**config.mk**
```make
export PLATFORM = sky130hd
export DESIGN_NAME = base_relocation_directory_parser_core
export DESIGN_NICKNAME = d
export VERILOG_FILES = /design/src/rtl/brdp_pkg.sv /design/src/rtl/brdp_front.sv /design/src/rtl/brdp_fifo.sv /design/src/rtl/brdp_back.sv /design/src/rtl/base_relocation_directory_parser_core.sv
export VERILOG_INCLUDE_DIRS = /design/src /design/src/rtl
export SDC_FILE = /design/constraint.sdc
export NUM_CORES = 2
export LEC_CHECK = 0
export CAP_MARGIN = 20
export CORE_UTILIZATION = 45
export DETAILED_ROUTE_END_ITERATION = 10
export DONT_BUFFER_PORTS = 1
export PLACE_DENSITY = 0.69
export SLEW_MARGIN = 10
export SYNTH_ARGS = -nofsm -noshare
export SYNTH_HDL_FRONTEND = slang
export SYNTH_SLANG_ARGS = --single-unit
export TNS_END_PERCENT = 100
```
**constraint.sdc**
```tcl
create_clock -name clock -period 13.7 [get_ports clock]
set_input_delay 0.685 -clock clock [delete_from_list [all_inputs] [get_ports clock]]
set_output_delay 0.685 -clock clock [all_outputs]
set_load 0.02 [all_outputs]
```
**src/rtl/base_relocation_directory_parser_core_assert.svh**
```systemverilog
// ----------------------------------------------------------------------------
// Base relocation directory parser assertion macros
// Shared concurrent assertion forms used by the parser RTL.
// ----------------------------------------------------------------------------
`ifndef BASE_RELOCATION_DIRECTORY_PARSER_CORE_ASSERT_SVH
`define BASE_RELOCATION_DIRECTORY_PARSER_CORE_ASSERT_SVH

// Same-cycle implication, disabled while reset is high.
`define BRDP_ASSERT_IMPLY(label, clk, rst, ante, cons) \
   label: assert property (@(posedge clk) disable iff (rst) (ante) |-> (cons)) \
      else $error("brdp: same-cycle check failed");

// Next-cycle implication, disabled while reset is high.
`define BRDP_ASSERT_NEXT(label, clk, rst, ante, cons) \
   label: assert property (@(posedge clk) disable iff (rst) (ante) |=> (cons)) \
      else $error("brdp: next-cycle check failed");

`endif

```
**src/rtl/brdp_pkg.sv**
```systemverilog
// ----------------------------------------------------------------------------
// Base relocation directory parser package
// Types, constants and codes shared by the parser front, queue and back.
// ----------------------------------------------------------------------------
package brdp_pkg;

   // Image offsets at or above 2^IMAGE_ADDR_BITS are outside the image.
   localparam int unsigned IMAGE_ADDR_BITS = 28;
   localparam logic [32:0] IMAGE_CAP = 33'd1 << IMAGE_ADDR_BITS;

   localparam int unsigned IMG_LEN_BITS = 29;

   localparam logic [31:0] HDR_BYTES = 32'd8;

   // Relocation types.
   localparam logic [3:0] TYPE_PAD     = 4'd0;
   localparam logic [3:0] TYPE_HIGHLOW = 4'd3;
   localparam logic [3:0] TYPE_DIR64   = 4'd10;

   localparam logic [11:0] ENTRY_OFFSET_MASK = 12'hFFF;

   // Result kinds.
   localparam logic [2:0] KIND_PATCH32     = 3'd0;
   localparam logic [2:0] KIND_PATCH64     = 3'd1;
   localparam logic [2:0] KIND_UNSUPPORTED = 3'd2;
   localparam logic [2:0] KIND_BAD_BLOCK   = 3'd3;
   localparam logic [2:0] KIND_DIR_OUTSIDE = 3'd4;

   // Configuration register indexes.
   localparam logic [1:0] CSR_DIR_OFFSET = 2'd0;
   localparam logic [1:0] CSR_DIR_SIZE   = 2'd1;
   localparam logic [1:0] CSR_IMG_LEN    = 2'd2;
   localparam logic [1:0] CSR_LOAD_DELTA = 2'd3;

   // Event queue between front and back.
   localparam int unsigned FIFO_PTR_BITS = 2;
   localparam int unsigned FIFO_DEPTH    = 1 << FIFO_PTR_BITS;
   localparam int unsigned FIFO_CNT_BITS = FIFO_PTR_BITS + 1;

   typedef struct packed {
      logic [7:0] dir_byte;
      logic       start_of_dir;
   } req_payload_type;

   typedef struct packed {
      logic [2:0]  result_kind;
      logic [31:0] target_offset;
      logic [3:0]  reloc_kind;
      logic [63:0] patch_addend;
   } rsp_payload_type;

   typedef enum logic [1:0] {
      EV_ENTRY,
      EV_BAD_BLOCK,
      EV_DIR_OUTSIDE
   } ev_kind_type;

   // For EV_ENTRY, base is the block page address; otherwise the report offset.
   typedef struct packed {
      ev_kind_type kind;
      logic [31:0] base;
      logic [15:0] entry;
   } event_type;

   typedef struct packed {
      logic [31:0]             dir_offset;
      logic [31:0]             dir_size;
      logic [IMG_LEN_BITS-1:0] limit;
      logic [63:0]             load_delta;
      logic                    delta_zero;
   } cfg_type;

   typedef struct packed {
      logic                     valid;
      logic                     full;
      logic [FIFO_CNT_BITS-1:0] count;
   } fifo_status_type;

endpackage

```
**src/rtl/brdp_front.sv**
```systemverilog
// ----------------------------------------------------------------------------
// Parser front
// Walks the directory byte stream and emits directory-range errors, block errors and raw entries.
// ----------------------------------------------------------------------------
module brdp_front
   import brdp_pkg::*;
(
   input  logic            clock,
   input  logic            reset,
   input  logic            accept,
   input  req_payload_type req,
   input  cfg_type         cfg,
   output logic            ev_push,
   output event_type       ev
);

   logic        halted_ff, halted_in;
   logic [31:0] dpos_ff, dpos_in;
   logic [31:0] page_ff, page_in;
   logic [31:0] blen_ff, blen_in;
   logic [31:0] bpos_ff, bpos_in;
   logic [7:0]  low_ff, low_in;

   logic        start;
   logic        no_work;
   logic        outside;
   logic [31:0] pos;
   logic [31:0] pos_inc;
   logic [31:0] dpos;
   logic [31:0] dpos_inc;
   logic        short_tail;
   logic [31:0] hdr_start;
   logic [31:0] remaining;
   logic [31:0] len_hdr;

   assign start      = req.start_of_dir;
   assign no_work    = (cfg.dir_offset == 32'd0) || (cfg.dir_size == 32'd0) || cfg.delta_zero;
   assign outside    = ({1'b0, cfg.dir_offset} + {1'b0, cfg.dir_size})
                       > {4'd0, cfg.limit};
   assign pos        = start ? 32'd0 : bpos_ff;
   assign dpos       = start ? 32'd0 : dpos_ff;
   assign pos_inc    = pos + 32'd1;
   assign dpos_inc   = dpos + 32'd1;
   assign short_tail = (cfg.dir_size - dpos) < HDR_BYTES;
   assign hdr_start  = dpos_inc - HDR_BYTES;
   assign remaining  = cfg.dir_size - hdr_start;
   assign len_hdr    = {req.dir_byte, blen_ff[23:0]};

   always_comb begin
      halted_in = halted_ff;
      dpos_in   = dpos_ff;
      page_in   = page_ff;
      blen_in   = blen_ff;
      bpos_in   = bpos_ff;
      low_in    = low_ff;
      ev_push   = 1'b0;
      ev        = '{kind: EV_ENTRY, base: 32'd0, entry: 16'd0};

      if (accept) begin
         if (start) begin
            halted_in = 1'b1;
            dpos_in   = 32'd0;
            page_in   = 32'd0;
            blen_in   = 32'd0;
            bpos_in   = 32'd0;
            low_in    = 8'd0;
         end

         if (start && no_work) begin
            halted_in = 1'b1;
         end else if (start && outside) begin
            ev_push = 1'b1;
            ev      = '{kind: EV_DIR_OUTSIDE, base: cfg.dir_offset, entry: 16'd0};
         end else if (start || !halted_ff) begin
            halted_in = 1'b0;
            if (pos[31:3] == 29'd0) begin
               if ((pos[2:0] == 3'd0) && short_tail) begin
                  // Not enough bytes left for another block header.
                  halted_in = 1'b1;
                  ev_push   = 1'b1;
                  ev        = '{kind: EV_BAD_BLOCK, base: cfg.dir_offset + dpos,
                                entry: 16'd0};
               end else begin
                  case (pos[2:0])
                     3'd0: page_in = {24'd0, req.dir_byte};
                     3'd1: page_in[15:8] = req.dir_byte;
                     3'd2: page_in[23:16] = req.dir_byte;
                     3'd3: page_in[31:24] = req.dir_byte;
                     3'd4: blen_in = {24'd0, req.dir_byte};
                     3'd5: blen_in[15:8] = req.dir_byte;
                     3'd6: blen_in[23:16] = req.dir_byte;
                     3'd7: blen_in[31:24] = req.dir_byte;
                     default: page_in = page_ff;
                  endcase
                  bpos_in = pos_inc;
                  dpos_in = dpos_inc;
                  if (pos[2:0] == 3'd7) begin
                     if ((len_hdr < HDR_BYTES) || (len_hdr > remaining)) begin
                        halted_in = 1'b1;
                        ev_push   = 1'b1;
                        ev        = '{kind: EV_BAD_BLOCK,
                                      base: cfg.dir_offset + hdr_start, entry: 16'd0};
                     end else if (len_hdr == HDR_BYTES) begin
                        bpos_in = 32'd0;
                        if (dpos_inc >= cfg.dir_size) begin
                           halted_in = 1'b1;
                        end
                     end
                  end
               end
            end else begin
               // Entry bytes; a trailing odd byte falls outside the even span.
               if (pos < {blen_ff[31:1], 1'b0}) begin
                  if (!pos[0]) begin
                     low_in = req.dir_byte;
                  end else begin
                     ev_push = 1'b1;
                     ev      = '{kind: EV_ENTRY, base: page_ff,
                                 entry: {req.dir_byte, low_ff}};
                  end
               end
               bpos_in = pos_inc;
               dpos_in = dpos_inc;
               if (pos_inc >= blen_ff) begin
                  bpos_in = 32'd0;
                  if (dpos_inc >= cfg.dir_size) begin
                     halted_in = 1'b1;
                  end
               end
            end
         end
      end
   end

   always_ff @(posedge clock) begin
      if (reset) begin
         halted_ff <= 1'b1;
         dpos_ff   <= 32'd0;
         page_ff   <= 32'd0;
         blen_ff   <= 32'd0;
         bpos_ff   <= 32'd0;
         low_ff    <= 8'd0;
      end else begin
         halted_ff <= halted_in;
         dpos_ff   <= dpos_in;
         page_ff   <= page_in;
         blen_ff   <= blen_in;
         bpos_ff   <= bpos_in;
         low_ff    <= low_in;
      end
   end

endmodule

```
**src/rtl/brdp_fifo.sv**
```systemverilog
// ----------------------------------------------------------------------------
// Event queue
// Small register queue that decouples the parser front from the back.
// ----------------------------------------------------------------------------
module brdp_fifo
   import brdp_pkg::*;
(
   input  logic            clock,
   input  logic            reset,
   input  logic            push,
   input  event_type       push_ev,
   input  logic            pop,
   output event_type       head_ev,
   output fifo_status_type status
);

   event_type                mem_ff [FIFO_DEPTH];
   logic [FIFO_PTR_BITS-1:0] wr_ptr_ff, wr_ptr_in;
   logic [FIFO_PTR_BITS-1:0] rd_ptr_ff, rd_ptr_in;
   logic [FIFO_CNT_BITS-1:0] count_ff, count_in;
   logic                     do_push;
   logic                     do_pop;

   assign status.valid = (count_ff != '0);
   assign status.full  = (count_ff == FIFO_CNT_BITS'(FIFO_DEPTH));
   assign status.count = count_ff;
   assign head_ev      = mem_ff[rd_ptr_ff];

   assign do_push = push && !status.full;
   assign do_pop  = pop && status.valid;

   always_comb begin
      wr_ptr_in = do_push ? wr_ptr_ff + 1'b1 : wr_ptr_ff;
      rd_ptr_in = do_pop ? rd_ptr_ff + 1'b1 : rd_ptr_ff;
      count_in  = count_ff;
      if (do_push && !do_pop) begin
         count_in = count_ff + 1'b1;
      end else if (do_pop && !do_push) begin
         count_in = count_ff - 1'b1;
      end
   end

   always_ff @(posedge clock) begin
      if (reset) begin
         wr_ptr_ff <= '0;
         rd_ptr_ff <= '0;
         count_ff  <= '0;
      end else begin
         wr_ptr_ff <= wr_ptr_in;
         rd_ptr_ff <= rd_ptr_in;
         count_ff  <= count_in;
      end
   end

   always_ff @(posedge clock) begin
      if (do_push) begin
         mem_ff[wr_ptr_ff] <= push_ev;
      end
   end

endmodule

```
**src/rtl/brdp_back.sv**
```systemverilog
// ----------------------------------------------------------------------------
// Parser back
// Range-checks and classifies entries, turns error events into reports and holds the result register.
// ----------------------------------------------------------------------------
module brdp_back
   import brdp_pkg::*;
(
   input  logic            clock,
   input  logic            reset,
   input  cfg_type         cfg,
   input  logic            ev_valid,
   input  event_type       ev,
   output logic            ev_pop,
   output logic            rsp_valid,
   input  logic            rsp_stall,
   output rsp_payload_type rsp_payload
);

   logic            valid_ff, valid_in;
   rsp_payload_type rsp_ff, rsp_in;
   logic [32:0]     target;
   logic            in_image;
   logic [3:0]      etype;
   logic            produce;

   assign etype    = ev.entry[15:12];
   assign target   = {1'b0, ev.base} + {21'd0, ev.entry[11:0] & ENTRY_OFFSET_MASK};
   assign in_image = target < {4'd0, cfg.limit};
   assign ev_pop   = ev_valid && (!valid_ff || !rsp_stall);

   always_comb begin
      produce = 1'b0;
      rsp_in  = rsp_ff;
      case (ev.kind)
         EV_ENTRY: begin
            if (in_image && (etype != TYPE_PAD)) begin
               produce = 1'b1;
               if (etype == TYPE_HIGHLOW) begin
                  rsp_in = '{result_kind: KIND_PATCH32, target_offset: target[31:0],
                             reloc_kind: etype,
                             patch_addend: {32'd0, cfg.load_delta[31:0]}};
               end else if (etype == TYPE_DIR64) begin
                  rsp_in = '{result_kind: KIND_PATCH64, target_offset: target[31:0],
                             reloc_kind: etype, patch_addend: cfg.load_delta};
               end else begin
                  rsp_in = '{result_kind: KIND_UNSUPPORTED, target_offset: target[31:0],
                             reloc_kind: etype, patch_addend: 64'd0};
               end
            end
         end
         EV_BAD_BLOCK: begin
            produce = 1'b1;
            rsp_in  = '{result_kind: KIND_BAD_BLOCK, target_offset: ev.base,
                        reloc_kind: 4'd0, patch_addend: 64'd0};
         end
         EV_DIR_OUTSIDE: begin
            produce = 1'b1;
            rsp_in  = '{result_kind: KIND_DIR_OUTSIDE, target_offset: ev.base,
                        reloc_kind: 4'd0, patch_addend: 64'd0};
         end
         default: produce = 1'b0;
      endcase

      if (ev_pop) begin
         valid_in = produce;
      end else if (valid_ff && !rsp_stall) begin
         valid_in = 1'b0;
      end else begin
         valid_in = valid_ff;
      end
   end

   always_ff @(posedge clock) begin
      if (reset) begin
         valid_ff <= 1'b0;
      end else begin
         valid_ff <= valid_in;
      end
   end

   always_ff @(posedge clock) begin
      if (ev_pop && produce) begin
         rsp_ff <= rsp_in;
      end
   end

   assign rsp_valid   = valid_ff;
   assign rsp_payload = rsp_ff;

endmodule

```
**src/rtl/base_relocation_directory_parser_core.sv**
```systemverilog
// ----------------------------------------------------------------------------
// Base relocation directory parser core
// Turns a streamed base-relocation directory into patch and error transactions.
// ----------------------------------------------------------------------------
// The core takes one directory byte per clock cycle while req_stall is low,
// with no gaps needed between transactions, and gives at most one result
// transaction per byte. The front walks block headers and entries at one byte
// a cycle; the back range-checks each entry from the queue and registers the
// result. A four-entry event queue sits between them, so req_stall rises only
// after four events pile up behind a stalled result port. An entry or error
// reaches rsp_valid through the event queue and then the result register.
// Program dir_offset, dir_size, the image length and load_delta through the
// csr_ port while the core is idle, then send the directory with start_of_dir
// set on its first byte. A start with a zero offset, size or delta does
// nothing; a directory that runs past the image end gives one "directory
// outside image" result. After a malformed block or the end of the directory
// the core ignores bytes until the next start.
// ----------------------------------------------------------------------------
`include "base_relocation_directory_parser_core_assert.svh"

module base_relocation_directory_parser_core
   import brdp_pkg::*;
(
   input  logic            clock,
   input  logic            reset,

   // Directory byte transactions.
   input  logic            req_valid,
   output logic            req_stall,
   input  req_payload_type req_payload,

   // Result transactions.
   output logic            rsp_valid,
   input  logic            rsp_stall,
   output rsp_payload_type rsp_payload,

   // Configuration writes.
   input  logic            csr_valid,
   output logic            csr_ready,
   input  logic [1:0]      csr_index,
   input  logic [63:0]     csr_wdata
);

   logic [31:0]             dir_offset_ff;
   logic [31:0]             dir_size_ff;
   logic [IMG_LEN_BITS-1:0] img_len_ff;
   logic [63:0]             load_delta_ff;

   cfg_type         cfg;
   logic            req_accept;
   logic            ev_push;
   event_type       ev_in;
   event_type       ev_head;
   logic            ev_pop;
   fifo_status_type fifo_status;

   // Register writes are always taken; csr_ready is tied high.
   assign csr_ready = 1'b1;

   always_ff @(posedge clock) begin
      if (reset) begin
         dir_offset_ff <= 32'd0;
         dir_size_ff   <= 32'd0;
         img_len_ff    <= '0;
         load_delta_ff <= 64'd0;
      end else if (csr_valid && csr_ready) begin
         case (csr_index)
            CSR_DIR_OFFSET: dir_offset_ff <= csr_wdata[31:0];
            CSR_DIR_SIZE:   dir_size_ff   <= csr_wdata[31:0];
            CSR_IMG_LEN:    img_len_ff    <= csr_wdata[IMG_LEN_BITS-1:0];
            CSR_LOAD_DELTA: load_delta_ff <= csr_wdata;
            default:        load_delta_ff <= load_delta_ff;
         endcase
      end
   end

   // The usable image end is the programmed size, capped at the address space.
   always_comb begin
      cfg.dir_offset = dir_offset_ff;
      cfg.dir_size   = dir_size_ff;
      cfg.load_delta = load_delta_ff;
      cfg.delta_zero = (load_delta_ff == 64'd0);
      if ({4'd0, img_len_ff} > IMAGE_CAP) begin
         cfg.limit = IMAGE_CAP[IMG_LEN_BITS-1:0];
      end else begin
         cfg.limit = img_len_ff;
      end
   end

   // The front pushes at most one event per byte, so a full queue is the only
   // reason to hold off the byte stream.
   assign req_stall  = fifo_status.full;
   assign req_accept = req_valid && !req_stall;

   brdp_front u_front (
      .clock  (clock),
      .reset  (reset),
      .accept (req_accept),
      .req    (req_payload),
      .cfg    (cfg),
      .ev_push(ev_push),
      .ev     (ev_in)
   );

   brdp_fifo u_fifo (
      .clock  (clock),
      .reset  (reset),
      .push   (ev_push),
      .push_ev(ev_in),
      .pop    (ev_pop),
      .head_ev(ev_head),
      .status (fifo_status)
   );

   brdp_back u_back (
      .clock      (clock),
      .reset      (reset),
      .cfg        (cfg),
      .ev_valid   (fifo_status.valid),
      .ev         (ev_head),
      .ev_pop     (ev_pop),
      .rsp_valid  (rsp_valid),
      .rsp_stall  (rsp_stall),
      .rsp_payload(rsp_payload)
   );

   // The queue never holds more events than it has slots.
   `BRDP_ASSERT_IMPLY(a_fifo_bound, clock, reset, 1'b1,
                      fifo_status.count <= FIFO_CNT_BITS'(FIFO_DEPTH))

   // A push is never offered while the queue is full.
   `BRDP_ASSERT_IMPLY(a_no_push_when_full, clock, reset, fifo_status.full, !ev_push)

   // A 32-bit patch carries only the low half of the delta.
   `BRDP_ASSERT_IMPLY(a_patch32_addend, clock, reset,
                      rsp_valid && (rsp_payload.result_kind == KIND_PATCH32),
                      rsp_payload.patch_addend[63:32] == 32'd0)

   // Error reports carry no relocation type and no addend.
   `BRDP_ASSERT_IMPLY(a_error_fields, clock, reset,
                      rsp_valid && ((rsp_payload.result_kind == KIND_BAD_BLOCK) ||
                                    (rsp_payload.result_kind == KIND_DIR_OUTSIDE)),
                      (rsp_payload.reloc_kind == 4'd0) && (rsp_payload.patch_addend == 64'd0))

endmodule
```
Yosys cells after proc, flatten, opt, wreduce, memory -nomap -nowiden
Memories as Yosys holds them, arrays and structs flattened. A register that Yosys moved wholly into a read port is not among the register bits.
Index checks and enable logic that the tools add are counted.
- memories: 1
- input port bits: 80
- bits in writable memories: 200
- output and inout bits: 106
- register bits: 405
- word-level logic and storage cells: 188
- memories (memory ; words ; bits a word ; rd ports ; clocked after Yosys merged registers in ; wr ports ; RTL line ; source):
    u_fifo.mem_ff ; 4 ; 50 ; 1 ; 1 ; 1 ; brdp_fifo.sv:17 ; event_type mem_ff [FIFO_DEPTH];
- eq/ne operators: 17
- add/sub/neg operators: 13
- reduce and logical (&&, ||, !) cells: 41
- $lt $le $gt $ge: 9
- mux-type cells: 89
- operator list (kind ; number):
    $mux 32 ; 28
    $mux 50 ; 8
    $pmux 103 s3 ; 1
    $mux 103 ; 2
    $mux 102 ; 1
    $pmux 8 s2 ; 6
    $mux 8 ; 9
    $add 32x1->32 const B ; 2
    $add 32x32->32 ; 2
    $ge 32x32->1 ; 2
    $logic_not 32->1 ; 2
    $logic_not 64->1 ; 1
    $lt 32x4->1 const B ; 2
    $sub 32x32->32 ; 2
    $mux 49 ; 1
    $mux 48 ; 1
    $add 32x12->33 ; 1
    $add 32x32->33 ; 1
    $gt 33x29->1 ; 1
    $lt 33x29->1 ; 1
    $eq 32x4->1 const B ; 1
    $gt 32x32->1 ; 1
    $lt 32x32->1 ; 1
    $sub 32x4->32 const B ; 1
    other kinds (29) ; 91

Logic depth before layout (Yosys ltp)
- word-level depth: 19
- gate-level depth with buffers: 52
- mapped depth without buffers: 44

By module
From an unflattened synthesis, not the netlist that was laid out.
- cell total of the unflattened synthesis: 4342
- area total of the unflattened synthesis: 40452.5 µm²
- modules (own cells, without submodules) (module ; cells an instance ; seq. area each (µm²) ; times used ; area each (µm²)):
    brdp_front ; 2796 ; 2742.6 ; 1 ; 21027.7
    brdp_fifo ; 310 ; 6185.9 ; 1 ; 7743.7
    brdp_back ; 494 ; 3113.0 ; 1 ; 5916.9
    base_relocation_directory_parser_core ; 742 ; 3143.0 ; 1 ; 5764.3

Least setup slack after synthesis
OpenSTA, ideal clock, no wires.
- path type: in2reg
- start point: input port req_payload[0] (netlist name)
- end point: memory u_fifo.mem_ff[0][0] (netlist name) (enable)
- path buffers: 9
- slack: 2279 ps
- data arrival time: 11008 ps
- setup time: 413 ps
- required time: 13287 ps
- cell stages on the path: 46
- cells stage by stage: clkbuf_1 clkbuf_1 clkbuf_1 clkbuf_1 buf_2 clkbuf_1 clkbuf_1 buf_1 nor2b_1 ha_1 nand3_1 xor2_1 nor2_1 inv_1 ha_1 inv_1 a2111o_1 o211a_1 [10 not listed] o21ai_0 o2111ai_1 a21oi_1 o21ba_2 o2111ai_1 xnor2_1 ha_1 nand4_1 nor2_1 o2111ai_1 a21oi_1 o21ai_0 o31ai_1 o21ai_0 nor2_1 nor2_1 a31oi_2 and2_1
- word-level cells in the longest chain between the ends: 17
- elaborated cells on any way between the ends: 30
- those cells by class: 4 x add/sub; 3 x order compare; 1 x eq/ne; 14 x mux; 8 x reduce/logical
- RTL lines (what ; RTL line ; source):
    start: declaration ; base_relocation_directory_parser_core.sv:30 ; input req_payload_type req_payload,
    $mux 32 ; brdp_front.sv:41 ; assign dpos = start ? 32'd0 : dpos_ff;
    $add 32x1->32 ; brdp_front.sv:43 ; assign dpos_inc = dpos + 32'd1;
    $sub 32x4->32 ; brdp_front.sv:45 ; assign hdr_start = dpos_inc - HDR_BYTES;
    $sub 32x32->32 ; brdp_front.sv:46 ; assign remaining = cfg.dir_size - hdr_start;
    $gt 32x32->1 ; brdp_front.sv:98 ; if ((len_hdr < HDR_BYTES) || (len_hdr > remaining)) begin
    $logic_or 1x1->1 ; brdp_front.sv:98 ;
    $mux 1 ; brdp_front.sv:98 ;
    $mux 1 ; brdp_front.sv:97 ; if (pos[2:0] == 3'd7) begin
    [2 not listed] ; -- ;
    $mux 1 ; brdp_front.sv:74 ; end else if (start || !halted_ff) begin
    $mux 1 ; brdp_front.sv:71 ; end else if (start && outside) begin
    $mux 1 (*) ; brdp_front.sv:69 ; if (start && no_work) begin
    $mux 1 (*) ; brdp_front.sv:59 ; if (accept) begin
    $logic_and 1x1->1 (*) ; brdp_fifo.sv:29 ; assign do_push = push && !status.full;
    net u_fifo.do_push ; brdp_fifo.sv:21 ; logic do_push;
    $mux 1 (*) ; brdp_fifo.sv:56 ; if (do_push) begin
    $mux 1 (not written as such) (*) ; brdp_fifo.sv:57 ; mem_ff[wr_ptr_ff] <= push_ev;
    end: declaration ; brdp_fifo.sv:17 ;
Mark *: on every way through the listed nets, which the timed path passes. The rest lies on a longest branch.

==> results_dict.tcl <==
set metrics [dict create \
    ios 186 \
    critical_path_class "reg2reg" \
    final_util_pct 49.9 \
    p_leak_nw 16.9 \
    fin_worst_skew_ps 53.5 \
    crit_cells 38 \
    cap_violations 0 \
    synth-seq-area-share_pct 38.9 \
    synth-async-reset-ratio_pct 0 \
    cts_resized 0 \
    yosysTopAreaCellShare_pct 23.3 \
    ff2ff_setup_slack_ps 2960 \
    grt_pass1_wl_um 193000 \
    clk_pin_slew_ps 60 \
    die-area_um2 88000 \
    min_period_over_period_pct 78.4 \
    grt-ovfl-total 0 \
    antenna_left 0 \
    period_needed_ps 10740 \
    drt-pass1-iter-count 6 \
    netlist_area_um2 39100 \
    layout-drive-gt1-share_pct 6.17 \
    critical_path.slowest_cell "or4_1" \
    avgSynthCellArea_um2 9.28 \
    port_buffers 0 \
    dp_hpwl_um 99200 \
    required_ps 14010 \
    path_common_cell "ha_1" \
    viasPerCell 6.17 \
    finalHoldViolCount 0 \
    cts_tree "yes" \
    rows 107 \
    die_w_um 297 \
    nets 4627 \
    root_buffer "clkbuf_16" \
    core_area_um2 85500 \
    yosys.area.top_type "edfxtp_1" \
    grt_use_total_pct 29.1 \
    ys_top_cells_by_count "nand2_1 (540), ha_1 (369), a21oi_1 (362)" \
    hold_buffers 0 \
    worstReg2RegEnd "u_fifo.mem_ff[0][37]" \
    reg2reg_depth 38 \
    gp_routability_congestion 0.992 \
    syn_inst 4208 \
    cts_setup_buffers 0 \
    end_kind "register" \
    synth_area_leaders "edfxtp_1 (23%), dfxtp_1 (16%), ha_1 (12%)" \
    cts_buffer_depth 3 \
    max_freq_mhz 93.2 \
    synth_flop_cell "dfxtp_1" \
    crit_end "u_fifo.mem_ff[0][37]" \
    min_path_type "in2reg" \
    grt_max_degree 191 \
    vdd_drop_max_mv 0.149 \
    cp.arrival_ps 11050 \
    rsz0062_at_grt "no" \
    finalMaxSlewViolations 0 \
    tightest_slew_ps 1160 \
    critPathBufInv 3 \
    drc 0 \
    status "finished clean" \
    cts_buffers 68 \
    synth_nets 4663 \
    worstSetupStartpointType "register" \
    yosysMostFrequentCell "nand2_1" \
    yosysWarnings 0 \
    worst_path_dominant_cell_family "compound AO/OA/AOI/OAI gates" \
    grt_pass1_vias 30700 \
    startpoint "u_front.dpos_ff[0]" \
    cp_slowest_stage_delay_ps 650 \
    synthToLayoutAreaGrowth_pct 9.29 \
    drt-total-wl_um 131000 \
    drt_iter0_drc 3560 \
    n_antenna_cell 0 \
    fill_cells 7769 \
    worstReg2RegStart "u_front.dpos_ff[0]" \
    clock_latency_ps 650 \
    synth_edf_count 303 \
    synth-seq-cells 607 \
    worstPathMaxFanout 24 \
    fin_setup_tns_ps 0 \
    initial_core_util_pct 45.7 \
    vias 33100 \
    die-height_um 297 \
    p_per_area_nw_per_um2 139 \
    wl_per_cell_um 24.3 \
    antenna_found_initial 1 \
    synth_cell_types 94 \
    relSlewSlack_pct 22.8 \
    cts_sinks 607 \
    setup_viol 0 \
    cts_htree_levels 3 \
]
## where the power goes
part	internal [W]	switching (W)
Combinational	0.000623	0.000995
Sequential	0.00216	0.000259
Clock	0.00109	0.000807
## sequential cells by signal (all words and copies together) (netlist names), named ones only
register,cells
dir_offset_ff,32
dir_size_ff,32
img_len_ff,29
load_delta_ff,64
u_back.rsp_payload,103
u_back.rsp_valid,1
u_fifo.count_ff,3
u_fifo.mem_ff,200
u_fifo.rd_ptr_ff,2
u_fifo.wr_ptr_ff,2
u_front.blen_ff,32
u_front.bpos_ff,32
u_front.dpos_ff,32
u_front.halted_ff,1
u_front.low_ff,8
u_front.page_ff,32
## kinds of logic (layout without fill, tap and decap cells)
kind of cell	Yosys count	count (layout)	synth area share [%]
multiplexers	61	61	3.17
buffers and inverters	363	383	3.55
AO/OA/AOI/OAI	1067	1067	18.0
adder cells (fa/ha/maj)	375	375	12.1
other	1	1	0.00960
flip-flops	607	607	38.9
XOR/XNOR	242	242	5.44
AND/OR/NAND/NOR	1492	1492	18.9
## placed cells by master (no fill, tap or decap), types with 51 or more instances in the layout
| cell | netlist | final |
|---|---|---|
| a211oi_1 | 52 | 51 |
| a21o_1 | 98 | 98 |
| a21oi_1 | 362 | 362 |
| a22o_1 | 131 | 131 |
| and2_1 | 90 | 86 |
| buf_4 | 2 | 52 |
| clkbuf_16 | 0 | 68 |
| dfxtp_1 | 304 | 302 |
| edfxtp_1 | 303 | 303 |
| ha_1 | 369 | 369 |
| inv_1 | 201 | 201 |
| nand2_1 | 540 | 540 |
| nand2b_1 | 60 | 60 |
| nand3_1 | 82 | 81 |
| nand4_1 | 77 | 77 |
| nor2_1 | 229 | 225 |
| nor2b_1 | 103 | 103 |
| nor3_1 | 91 | 90 |
| nor4_1 | 73 | 73 |
| o21ai_0 | 143 | 142 |
| xnor2_1 | 158 | 158 |
| xor2_1 | 83 | 83 |
## worst min-delay path by stage
stage / startpoint / endpoint / slack [ps] / cells past startpoint
floorplan: u_front.low_ff[0] / u_front.low_ff[0] / 420 / 2
CTS: req_payload[1] / u_front.blen_ff[24] / 140 / 1
global placement: u_front.low_ff[5] / u_front.low_ff[5] / 430 / 2
global route: req_payload[4] / u_front.blen_ff[27] / 150 / 1
detailed placement: u_front.low_ff[2] / u_front.low_ff[2] / 440 / 2
finish: reset / u_front.bpos_ff[31] / 160 / 1
## per-stage QoR
| step | hold WS (ps) | cells | total power [W] | setup slack (ps) | area, µm² |
|---|---|---|---|---|---|
| floorplan | 417 | 4208 | 0.00361 | 2280 | 39100 |
| global placement | 432 | 5245 | 0.00403 | 3150 | 40400 |
| detailed placement | 435 | 5245 | 0.00406 | 2870 | 40400 |
| CTS | 141 | 5371 | 0.00594 | 3120 | 42700 |
| global route | 154 | 5372 | 0.00620 | 2300 | 42700 |
| finish | 165 | 5372 | 0.00594 | 2960 | 42700 |
## routing by layer
layer	wire [µm]	global-route usage (%)
met4	6910	13.9
met5	17	0
met3	11200	4.91
met1	53300	38.1
met2	59100	46.7
## layout make-up
type	instances	area (µm²)	share of cell area (%)
repair buffers	53	405	0.949
clock buffers	92	1860	4.36
flip-flops and latches	607	15200	35.6
well taps	1144	1430	3.35
clock inverters	34	459	1.08
inverters	204	766	1.79
multi-input cells	3238	22600	52.9
Note: power is estimated with default switching activity, not from simulation.
